File: src/hdl/bda_pkg.sv
// Types, constants and control store of the binary to decimal ASCII converter.
package bda_pkg;

  localparam int unsigned ValueW = 16;
  localparam int unsigned CharW  = 6;
  localparam int unsigned CountW = 4;

  typedef enum logic [1:0] {
    STEP_FETCH = 2'd0,
    STEP_SUB   = 2'd1,
    STEP_EMIT  = 2'd2,
    STEP_UNITS = 2'd3
  } step_t;

  typedef enum logic [1:0] {
    COND_ALWAYS     = 2'd0,
    COND_IN_VALID   = 2'd1,
    COND_GE         = 2'd2,
    COND_LAST_PLACE = 2'd3
  } cond_t;

  typedef struct packed {
    logic  load_in;
    logic  sub_en;
    logic  emit_cnt;
    logic  emit_rest;
    logic  place_inc;
    cond_t cond;
    step_t jump;
    step_t next;
  } ctrl_t;

  // '0' is 6'b110000, so a digit below 16 is just ORed into the low bits.
  localparam logic [1:0] CharHi = 2'b11;

  function automatic logic [ValueW-1:0] place_weight(input logic [1:0] place);
    logic [ValueW-1:0] w;
    case (place)
      2'd0:    w = 16'd10000;
      2'd1:    w = 16'd1000;
      2'd2:    w = 16'd100;
      2'd3:    w = 16'd10;
      default: w = 16'd10;
    endcase
    return w;
  endfunction

  // Control store: taken branch goes to jump, otherwise to next.
  function automatic ctrl_t ucode(input step_t step);
    ctrl_t c;
    c = '0;
    case (step)
      STEP_FETCH: begin
        c.load_in = 1'b1;
        c.cond    = COND_IN_VALID;
        c.jump    = STEP_SUB;
        c.next    = STEP_FETCH;
      end
      STEP_SUB: begin
        c.sub_en = 1'b1;
        c.cond   = COND_GE;
        c.jump   = STEP_SUB;
        c.next   = STEP_EMIT;
      end
      STEP_EMIT: begin
        c.emit_cnt  = 1'b1;
        c.place_inc = 1'b1;
        c.cond      = COND_LAST_PLACE;
        c.jump      = STEP_UNITS;
        c.next      = STEP_SUB;
      end
      STEP_UNITS: begin
        c.emit_rest = 1'b1;
        c.cond      = COND_ALWAYS;
        c.jump      = STEP_FETCH;
        c.next      = STEP_FETCH;
      end
      default: begin
        c.cond = COND_ALWAYS;
        c.jump = STEP_FETCH;
        c.next = STEP_FETCH;
      end
    endcase
    return c;
  endfunction

endpackage

File: src/hdl/binary_to_decimal_ascii_core.sv
// Unsigned 16-bit binary to decimal ASCII digits, most significant first.
// One value is taken at a time and turned into 1 to 5 digit transfers, leading zeros
// dropped, the units digit always sent and flagged by out_last_digit. A small
// control store sequences one subtractor: each decimal place subtracts its weight once
// per unit of its digit, then a failed compare and the emit step finish the place;
// a fetch step comes before the places and a units step after them. No new value is
// taken until the units digit has been sent to the output register, and the output
// side can hold off any digit. The last digit waits in the output register while the
// next value is taken.
module binary_to_decimal_ascii_core (
  input  logic                           clk,
  input  logic                           rst_n,
  input  logic                           in_valid,
  output logic                           in_ready,
  input  logic [bda_pkg::ValueW-1:0]     in_value,
  output logic                           out_valid,
  input  logic                           out_ready,
  output logic [bda_pkg::CharW-1:0]      out_digit_char,
  output logic                           out_last_digit
);

  bda_pkg::step_t                step_r, step_nxt;
  bda_pkg::ctrl_t                ctrl;
  logic [bda_pkg::ValueW-1:0]    rest_r, rest_nxt;
  logic [bda_pkg::CountW-1:0]    count_r, count_nxt;
  logic [1:0]                    place_r, place_nxt;
  logic                          started_r, started_nxt;
  logic                          out_valid_r, out_valid_nxt;
  logic [bda_pkg::CharW-1:0]     out_char_r, out_char_nxt;
  logic                          out_last_r, out_last_nxt;
  logic [bda_pkg::ValueW-1:0]    weight;
  logic                          ge;
  logic                          out_free;
  logic                          want_emit;
  logic                          stall;
  logic                          cond_true;

  assign ctrl     = bda_pkg::ucode(step_r);
  assign weight   = bda_pkg::place_weight(place_r);
  assign ge       = (rest_r >= weight);
  assign out_free = !out_valid_r || out_ready;
  assign in_ready = ctrl.load_in;

  always_comb begin
    want_emit     = ctrl.emit_rest || (ctrl.emit_cnt && started_r);
    stall         = want_emit && !out_free;
    step_nxt      = step_r;
    rest_nxt      = rest_r;
    count_nxt     = count_r;
    place_nxt     = place_r;
    started_nxt   = started_r;
    out_valid_nxt = out_valid_r && !out_ready;
    out_char_nxt  = out_char_r;
    out_last_nxt  = out_last_r;

    case (ctrl.cond)
      bda_pkg::COND_ALWAYS:     cond_true = 1'b1;
      bda_pkg::COND_IN_VALID:   cond_true = in_valid;
      bda_pkg::COND_GE:         cond_true = ge;
      bda_pkg::COND_LAST_PLACE: cond_true = (place_r == 2'd3);
      default:                  cond_true = 1'b1;
    endcase

    if (!stall) begin
      step_nxt = cond_true ? ctrl.jump : ctrl.next;
      if (ctrl.load_in && in_valid) begin
        rest_nxt    = in_value;
        count_nxt   = '0;
        place_nxt   = '0;
        started_nxt = 1'b0;
      end
      if (ctrl.sub_en && ge) begin
        rest_nxt    = rest_r - weight;
        count_nxt   = bda_pkg::CountW'(count_r + 4'd1);
        started_nxt = 1'b1;
      end
      if (ctrl.place_inc) begin
        place_nxt = 2'(place_r + 2'd1);
        count_nxt = '0;
      end
      if (want_emit) begin
        out_valid_nxt = 1'b1;
        out_char_nxt  = ctrl.emit_rest ? {bda_pkg::CharHi, rest_r[bda_pkg::CountW-1:0]}
                                       : {bda_pkg::CharHi, count_r};
        out_last_nxt  = ctrl.emit_rest;
      end
    end
  end

  always_ff @(posedge clk) begin
    if (!rst_n) begin
      step_r      <= bda_pkg::STEP_FETCH;
      out_valid_r <= 1'b0;
    end else begin
      step_r      <= step_nxt;
      out_valid_r <= out_valid_nxt;
    end
  end

  always_ff @(posedge clk) begin
    rest_r     <= rest_nxt;
    count_r    <= count_nxt;
    place_r    <= place_nxt;
    started_r  <= started_nxt;
    out_char_r <= out_char_nxt;
    out_last_r <= out_last_nxt;
  end

  assign out_valid      = out_valid_r;
  assign out_digit_char = out_char_r;
  assign out_last_digit = out_last_r;

endmodule

File: config.mk
export PLATFORM = sky130hd
export DESIGN_NAME = binary_to_decimal_ascii_core
export DESIGN_NICKNAME = d
export VERILOG_FILES = /design/src/hdl/bda_pkg.sv /design/src/hdl/binary_to_decimal_ascii_core.sv
export SDC_FILE = /design/constraint.sdc
export NUM_CORES = 1
export LEC_CHECK = 0
export ABC_AREA = 0
export BUFFER_PORTS_ARGS = -buffer_cell sky130_fd_sc_hd__buf_2
export CAP_MARGIN = 30
export CORE_UTILIZATION = 50
export CTS_BUF_LIST = sky130_fd_sc_hd__clkbuf_16
export DETAILED_ROUTE_END_ITERATION = 8
export MAX_ROUTING_LAYER = met4
export PLACE_DENSITY = 0.7
export SETUP_SLACK_MARGIN = 0.2
export SYNTH_ARGS = -nofsm -noshare
export SYNTH_HDL_FRONTEND = slang
export SYNTH_SLANG_ARGS = --single-unit
export TNS_END_PERCENT = 20
File: constraint.sdc
create_clock -name clk -period 4.51 [get_ports clk]
set_clock_uncertainty 0.05 [all_clocks]
set_input_delay 0.2255 -clock clk [delete_from_list [all_inputs] [get_ports clk]]
set_output_delay 0.2255 -clock clk [all_outputs]
set_load 0.1 [all_outputs]
==> impl_metrics.sql, run 1 <==
INSERT INTO impl_metrics (metric_group, metric, value, unit) VALUES
('place', 'globalplace.congestion', '0.953', ''),
('die', 'die_height', '70.7', 'microns'),
('grt', 'track_usage', '0.229', ''),
('route', 'route.detailed.drc', '6', ''),
('finish', 'fraction_of_layout_cells_with_a_size_suffix_above_1', '0.226', ''),
('sta', 'finalHoldViolCount', '0', ''),
('clock_tree', 'clock_tree_from_tritoncts', 'done', ''),
('grt', 'grt_start_max_net_pins', '19', ''),
('run', 'cap_violations', '0', ''),
('route', 'detailed_router_s_first_iteration_violation_count', '211', ''),
('synthesis', 'yosys_warnings', '0', ''),
('place', 'buffer_ports.inserted', '26', ''),
('synthesis', 'synth-async-reset-ratio', '0', ''),
('clock_tree', 'hold_buffers', '0', ''),
('route', 'routed_wire_length_per_instance', '15.8', 'microns'),
('grt', 'global_route.overflow_total', '0', ''),
('place', 'placement.cell_area', '2520', 'sq um'),
('synthesis', 'synth_area', '2360', 'sq um'),
('clock_tree', 'postCtsResizedCells', '0', ''),
('finish', 'final_net_count', '301', ''),
('critical_path', 'endpoint', 'count_r[2]', ''),
('die', 'row_count', '24', ''),
('sta', 'setup_repair_after_global_routing_missed_its_margin', 'no', ''),
('finish', 'multi_input_area', '1320', 'sq um'),
('sta', 'finalSetupViolCount', '0', ''),
('sta', 'final.setup.tns', '0', 'ns'),
('critical_path', 'worst_ep_arrival_time', '3.84', 'ns'),
('critical_path', 'critical_path.max_fanout', '18', ''),
('finish', 'final_util', '0.609', ''),
('sta', 'report.final.slew_viol_count', '0', ''),
('critical_path', 'worst_setup_path_start', 'place_r[1]', ''),
('finish', 'area_delta_synth_final', '14.6', '%'),
('power_and_ir_drop', 'power_density', '517', 'nW/um^2'),
('finish', 'antennaDiodeCount', '0', ''),
('place', 'post-place-ws', '0.647', 'ns'),
('synthesis', 'syn_inst', '241', ''),
('grt', 'grt_pass1_wl', '8450', 'microns'),
('status', 'status', 'finished, violations left', ''),
('critical_path', 'worst_setup_path_end_kind', 'flop', ''),
('die', 'core_area', '4440', 'sq um'),
('hold_path', 'min-delay-path-class', 'in2reg', ''),
('critical_path', 'worst_reg_to_reg_cells', '11', ''),
('synthesis', 'synth_sequential_area_ratio', '0.382', ''),
('critical_path', 'critical_path.startpoint_type', 'flop', ''),
('sta', 'max_slew_margin', '0.514', ''),
('synthesis', 'number_of_different_library_cells_in_the_post_synthesis_netlist', '53', ''),
('clock_tree', 'max-clock-path-buffers', '2', ''),
('synthesis', 'synthFlopType', 'edfxtp_1', ''),
('die', 'die_width', '70.7', 'microns'),
('synthesis', 'ys_seq_elements', '31', ''),
('route', 'routed-via-count', '1802', ''),
('power_and_ir_drop', 'design_power_total', '1.40', 'mW'),
('critical_path', 'critical_path.reg2reg.startpoint', 'place_r[1]', ''),
('die', 'floorplan.die_area', '5000', 'sq um'),
('finish', 'regArea', '901', 'sq um'),
('power_and_ir_drop', 'total_leakage_power', '1.13', 'nW'),
('power_and_ir_drop', 'max-vdd-ir-drop', '0.000294', 'V'),
('route', 'firstDrtPassIters', '6', ''),
('route', 'ant_nets', '0', ''),
('route', 'detail_route.vias_per_cell', '5.67', ''),
('critical_path', 'setup.reg_to_reg.worst_slack', '0.55', 'ns'),
('sta', 'finalWorstPathRequiredPeriod', '3.96', 'ns'),
('sta', 'post-route-worst-setup-slack', '0.554', 'ns'),
('die', 'floorplan.initialDensity', '0.531', ''),
('finish', 'design_area', '2710', 'sq um'),
('sta', 'highest_achievable_clock_rate', '0.253', 'GHz'),
('synthesis', 'postSynthAreaPerCell', '9.79', 'sq um'),
('critical_path', 'criticalPathCategory', 'reg2reg', ''),
('grt', 'number_of_antenna_violations_at_the_first_check_in_global_routing', '0', ''),
('clock_tree', 'cts-buffers-inserted', '5', ''),
('status', 'violations', 'design-rule violations', '');
==> Yosys cell counts (2+ instances only) <==
| cell | n | area [sq um] |
|---|---|---|
| mux2i_1 | 2 | 20.0 |
| a21oi_1 | 8 | 40.0 |
| nand3b_1 | 2 | 15.0 |
| a31oi_1 | 2 | 12.5 |
| inv_1 | 17 | 63.8 |
| nor2_1 | 21 | 78.8 |
| mux2_4 | 6 | 90.1 |
| nor3b_1 | 3 | 22.5 |
| xor2_1 | 4 | 35.0 |
| o21ba_2 | 2 | 20.0 |
| nand3_1 | 2 | 10.0 |
| o21a_1 | 2 | 15.0 |
| clkbuf_1 | 4 | 15.0 |
| nor2b_1 | 4 | 25.0 |
| o31ai_1 | 9 | 67.6 |
| mux2_2 | 7 | 78.8 |
| and2_1 | 3 | 18.8 |
| or3_1 | 2 | 12.5 |
| o31a_1 | 2 | 17.5 |
| or2_2 | 4 | 25.0 |
| o211ai_1 | 2 | 15.0 |
| buf_4 | 2 | 15.0 |
| nand2_1 | 16 | 60.1 |
| edfxtp_1 | 28 | 841 |
| nand2b_1 | 5 | 31.3 |
| buf_2 | 5 | 25.0 |
| buf_6 | 2 | 22.5 |
| nor3_1 | 5 | 25.0 |
| xnor2_1 | 11 | 96.3 |
| ha_1 | 15 | 188 |
| a21boi_0 | 2 | 15.0 |
| dfxtp_1 | 3 | 60.1 |
| o21ai_0 | 19 | 95.1 |
==> area by class of cell <==
class                      count  area share
clock inverter                 3      0.0236
inverter                      17      0.0236
multi-input combinational    181       0.488
clock buffer                   5      0.0463
tap                           52      0.0241
sequential                    31       0.333
timing repair buffer          29      0.0611
==> registers in the layout, summed over array words and instances (netlist names) <==
name and flops:
out_last_digit 1, out_digit_char 4, count_r 4, started_r 1
place_r 2, step_r 2, out_valid 1, rest_r 16
==> metrics by stage <==
| step | hold slack (ns) | cells |
|---|---|---|
| after floorplan | 0.303 | 242 |
| after global placement | 0.428 | 310 |
| after detailed placement | 0.438 | 310 |
| after CTS | 0.155 | 318 |
| after global routing | 0.167 | 318 |
| final | 0.158 | 318 |
==> power breakdown <==
group | total (mW) | switching, mW | internal, mW | leakage [nW]
sequential | 0.445 | 0.0567 | 0.389 | 0.297
combinational | 0.515 | 0.290 | 0.225 | 0.734
clock | 0.437 | 0.123 | 0.314 | 0.0952
total | 1.40 | 0.470 | 0.928 | 1.13
==> how the worst min path moves through the flow <==
stage           endpoint  slack, ns  depth (start not counted)
2_1_floorplan  step_r[1]       0.30                          1
3_3_place_gp   step_r[1]       0.43                          2
3_5_place_dp   step_r[1]       0.44                          2
4_1_cts        step_r[1]       0.16                          2
5_1_grt        step_r[1]       0.17                          2
6_report       step_r[1]       0.16                          2
==> critical path: stages (launching register included) <==
cell and delay (ns):
edfxtp_1 0.44, inv_1 0.16, ha_1 0.38, o21ai_0 0.13, ha_1 0.38, a21oi_1 0.12
a211oi_1 0.46, o311a_2 0.26, nor3_2 0.08, or3_1 0.56, buf_12 0.24, a21oi_1 0.35
==> cells by family after synthesis <==
family,synth area share
AOI/OAI and AO/OA,0.172
buffers and inverters,0.0599
adders and majority gates,0.0880
DFF,0.382
and+or+nand+nor,0.161
muxes,0.0801
xor gates and xnor gates,0.0557
other,0.00159
==> per-layer routing <==
metal	wire length [microns]	track usage	vias up
met5	0	-	-
met2	2270	0.337	51
met4	92	0.0844	0
met3	231	0.0556	8
met1	2420	0.307	831
li1	-	-	912
(Power assumes the default switching activity.)
==> run 2: changes to the inputs <==
--- a/config.mk
+++ b/config.mk
@@ -8,6 +8,7 @@
 export ABC_AREA = 0
 export BUFFER_PORTS_ARGS = -buffer_cell sky130_fd_sc_hd__buf_2
 export CAP_MARGIN = 30
+export CORE_ASPECT_RATIO = 0.8
 export CORE_UTILIZATION = 50
 export CTS_BUF_LIST = sky130_fd_sc_hd__clkbuf_16
 export DETAILED_ROUTE_END_ITERATION = 8
==> run 2 against run 1 <==
Effect of this change:
- the run now ends clean
- clock power is 24% lower
- worst hold slack worse by 0.0073 ns
- non-clock buffer count is 2 higher
- critical path depth is 1 lower
- sequential share of layout area is 0.44 points higher
- die area hardly changed
- total power is 7.6% lower
- via count is 3.4% higher
- sequential power hardly changed
- critical endpoint is now count_r[3]
- largest cell class unchanged
==> impl_metrics.sql, run 2 (synthesized netlist as in run 1, its figures left out) <==
INSERT INTO impl_metrics (metric_group, metric, value, unit) VALUES
('status', 'status', 'finished clean', ''),
('die', 'core_area', '4360', 'sq um'),
('clock_tree', 'clk_pin_slew', '0.05', 'ns'),
('critical_path', 'worst_setup_path_start', 'place_r[1]', ''),
('power_and_ir_drop', 'power.internal', '0.815', 'mW'),
('run', 'cap_violations', '0', ''),
('sta', 'worst_pin_slew', '0.668', 'ns'),
('critical_path', 'worst_setup_path_end_kind', 'flop', ''),
('place', 'globalplace.congestion', '0.894', ''),
('sta', 'max_slew_margin', '0.543', ''),
('grt', 'grt_pass1_wl', '8800', 'microns'),
('place', 'cells_after_dpl', '317', ''),
('critical_path', 'setup.reg_to_reg.worst_slack', '0.52', 'ns'),
('power_and_ir_drop', 'clk_pwr_share', '0.257', ''),
('clock_tree', 'cts_setup_buffers', '0', ''),
('sta', 'setup_repair_after_global_routing_missed_its_margin', 'no', ''),
('critical_path', 'endpoint', 'count_r[3]', ''),
('place', 'dpl.hpwl', '3830', 'microns'),
('power_and_ir_drop', 'total_leakage_power', '1.10', 'nW'),
('finish', 'final_net_count', '303', ''),
('critical_path', 'crit_required', '4.38', 'ns'),
('place', 'buffer_ports.inserted', '26', ''),
('die', 'floorplan.initialDensity', '0.541', ''),
('clock_tree', 'clock_tree.root_cell', 'clkbuf_16', ''),
('clock_tree', 'clock_tree_from_tritoncts', 'done', ''),
('finish', 'fraction_of_layout_cells_with_a_size_suffix_above_1', '0.235', ''),
('sta', 'highest_achievable_clock_rate', '0.251', 'GHz'),
('sta', 'final.setup.tns', '0', 'ns'),
('grt', 'grt_start_max_net_pins', '17', ''),
('finish', 'largest_reg_flops', '16', ''),
('finish', 'layout_commonest_cell', 'edfxtp_1', ''),
('clock_tree', 'cts_sinks', '31', ''),
('route', 'detail_route.vias_per_cell', '5.73', ''),
('hold_path', 'min_path_cells', '2', ''),
('finish', 'antennaDiodeCount', '0', ''),
('finish', 'multi_input_area', '1320', 'sq um'),
('grt', 'global_route.overflow_total', '0', ''),
('power_and_ir_drop', 'max-vdd-ir-drop', '0.000337', 'V'),
('finish', 'regArea', '901', 'sq um'),
('grt', 'number_of_antenna_violations_at_the_first_check_in_global_routing', '0', ''),
('critical_path', 'critical_path.reg2reg.startpoint', 'place_r[1]', ''),
('finish', 'final_cell_mix', 'edfxtp_1, buf_2, nor2_1, o21ai_0, inv_1', ''),
('die', 'die_height', '63.4', 'microns'),
('power_and_ir_drop', 'power_density', '484', 'nW/um^2'),
('clock_tree', 'hold_buffers', '0', ''),
('clock_tree', 'cts-buffers-inserted', '5', ''),
('route', 'firstDrtPassIters', '4', ''),
('power_and_ir_drop', 'total_switching_power', '0.476', 'mW'),
('sta', 'finalSetupViolCount', '0', ''),
('critical_path', 'worst_reg_to_reg_cells', '10', ''),
('route', 'route.detailed.drc', '0', ''),
('route', 'routed-via-count', '1863', ''),
('die', 'floorplan.die_area', '5000', 'sq um'),
('finish', 'fillers', '394', ''),
('clock_tree', 'max-clock-path-buffers', '2', ''),
('critical_path', 'criticalPathCategory', 'reg2reg', ''),
('power_and_ir_drop', 'share_comb_of_total_power', '0.399', ''),
('route', 'routed_wire_length_per_instance', '15.8', 'microns'),
('clock_tree', 'postCtsResizedCells', '0', ''),
('place', 'placement.cell_area', '2520', 'sq um'),
('finish', 'largest_register', 'rest_r', ''),
('route', 'detailed_router_s_first_iteration_violation_count', '140', ''),
('clock_tree', 'ctsHtreeMaxLevel', '2', ''),
('critical_path', 'critical_path.max_fanout', '11', ''),
('die', 'ios', '29', ''),
('route', 'drt_wl_total', '5140', 'microns'),
('finish', 'design_area', '2670', 'sq um'),
('critical_path', 'worst_ep_arrival_time', '3.86', 'ns'),
('sta', 'finalHoldViolCount', '0', ''),
('die', 'row_count', '21', ''),
('route', 'ant_nets', '0', ''),
('die', 'die_width', '78.8', 'microns'),
('grt', 'track_usage', '0.240', ''),
('power_and_ir_drop', 'p_seq_frac', '0.343', ''),
('critical_path', 'regToRegEndpoint', 'count_r[3]', ''),
('sta', 'min_period_over_period', '0.885', ''),
('grt', 'first_global_vias', '1779', ''),
('finish', 'final_util', '0.612', ''),
('clock_tree', 'skew_pair_late_insertion_delay', '0.28', 'ns'),
('critical_path', 'critical_path.startpoint_type', 'flop', ''),
('hold_path', 'min-delay-path-class', 'in2reg', ''),
('power_and_ir_drop', 'power.switching_fraction', '0.369', ''),
('sta', 'report.final.slew_viol_count', '0', ''),
('sta', 'finalWorstPathRequiredPeriod', '3.99', 'ns'),
('finish', 'area_delta_synth_final', '13.1', '%'),
('finish', 'final-instance-count-excl-fill', '325', '');
[run 2: worst max-delay path: stages, from the launching register on]
cell and delay, ns:
edfxtp_1 0.45, inv_1 0.16, ha_1 0.40, o21ai_0 0.15
ha_1 0.40, nand3b_1 0.17, a211oi_1 0.46, o311a_2 0.27
nor3_2 0.06, or3_1 0.56, a21oi_1 0.50
[run 2: power by group through the flow]
stage	clock [mW]	combinational, mW	sequential, mW
2_1_floorplan	0	0.429	0.420
3_3_place_gp	0	0.499	0.448
3_5_place_dp	0	0.507	0.448
4_1_cts	0.335	0.512	0.443
5_1_grt	0.351	0.576	0.453
6_report	0.332	0.516	0.443
[run 2: cell type report]
class,count,share of cell area
inverters,17,0.0239
multi-input cells,181,0.495
clock buffers,5,0.0469
well taps,57,0.0267
clock inverters,3,0.00750
flip-flops and latches,31,0.337
repair buffers,31,0.0628
[run 2: per-layer routing]
metal  vias up  part of all wire  global-route usage
met5         -                 0                   -
met4         0             0.017              0.0856
met1       873              0.51               0.344
met2        66              0.42               0.333
li1        915                 -                   -
met3         9             0.057              0.0464
[run 2: worst min-delay path by stage]
stage               slack, ns   from        end
finish                   0.15  rst_n  step_r[1]
global route             0.16  rst_n  step_r[1]
global placement         0.44  rst_n  step_r[1]
floorplan                0.30  rst_n  step_r[1]
CTS                      0.15  rst_n  step_r[1]
detailed placement       0.43  rst_n  step_r[1]
[run 2: metrics by stage]
stage	worst slack (ns)	total power [mW]	hold slack, ns
floorplan	0.870	0.849	0.303
global placement	0.847	0.946	0.440
detailed placement	0.640	0.955	0.433
CTS	0.596	1.29	0.149
global route	0.299	1.38	0.161
finish	0.519	1.29	0.150
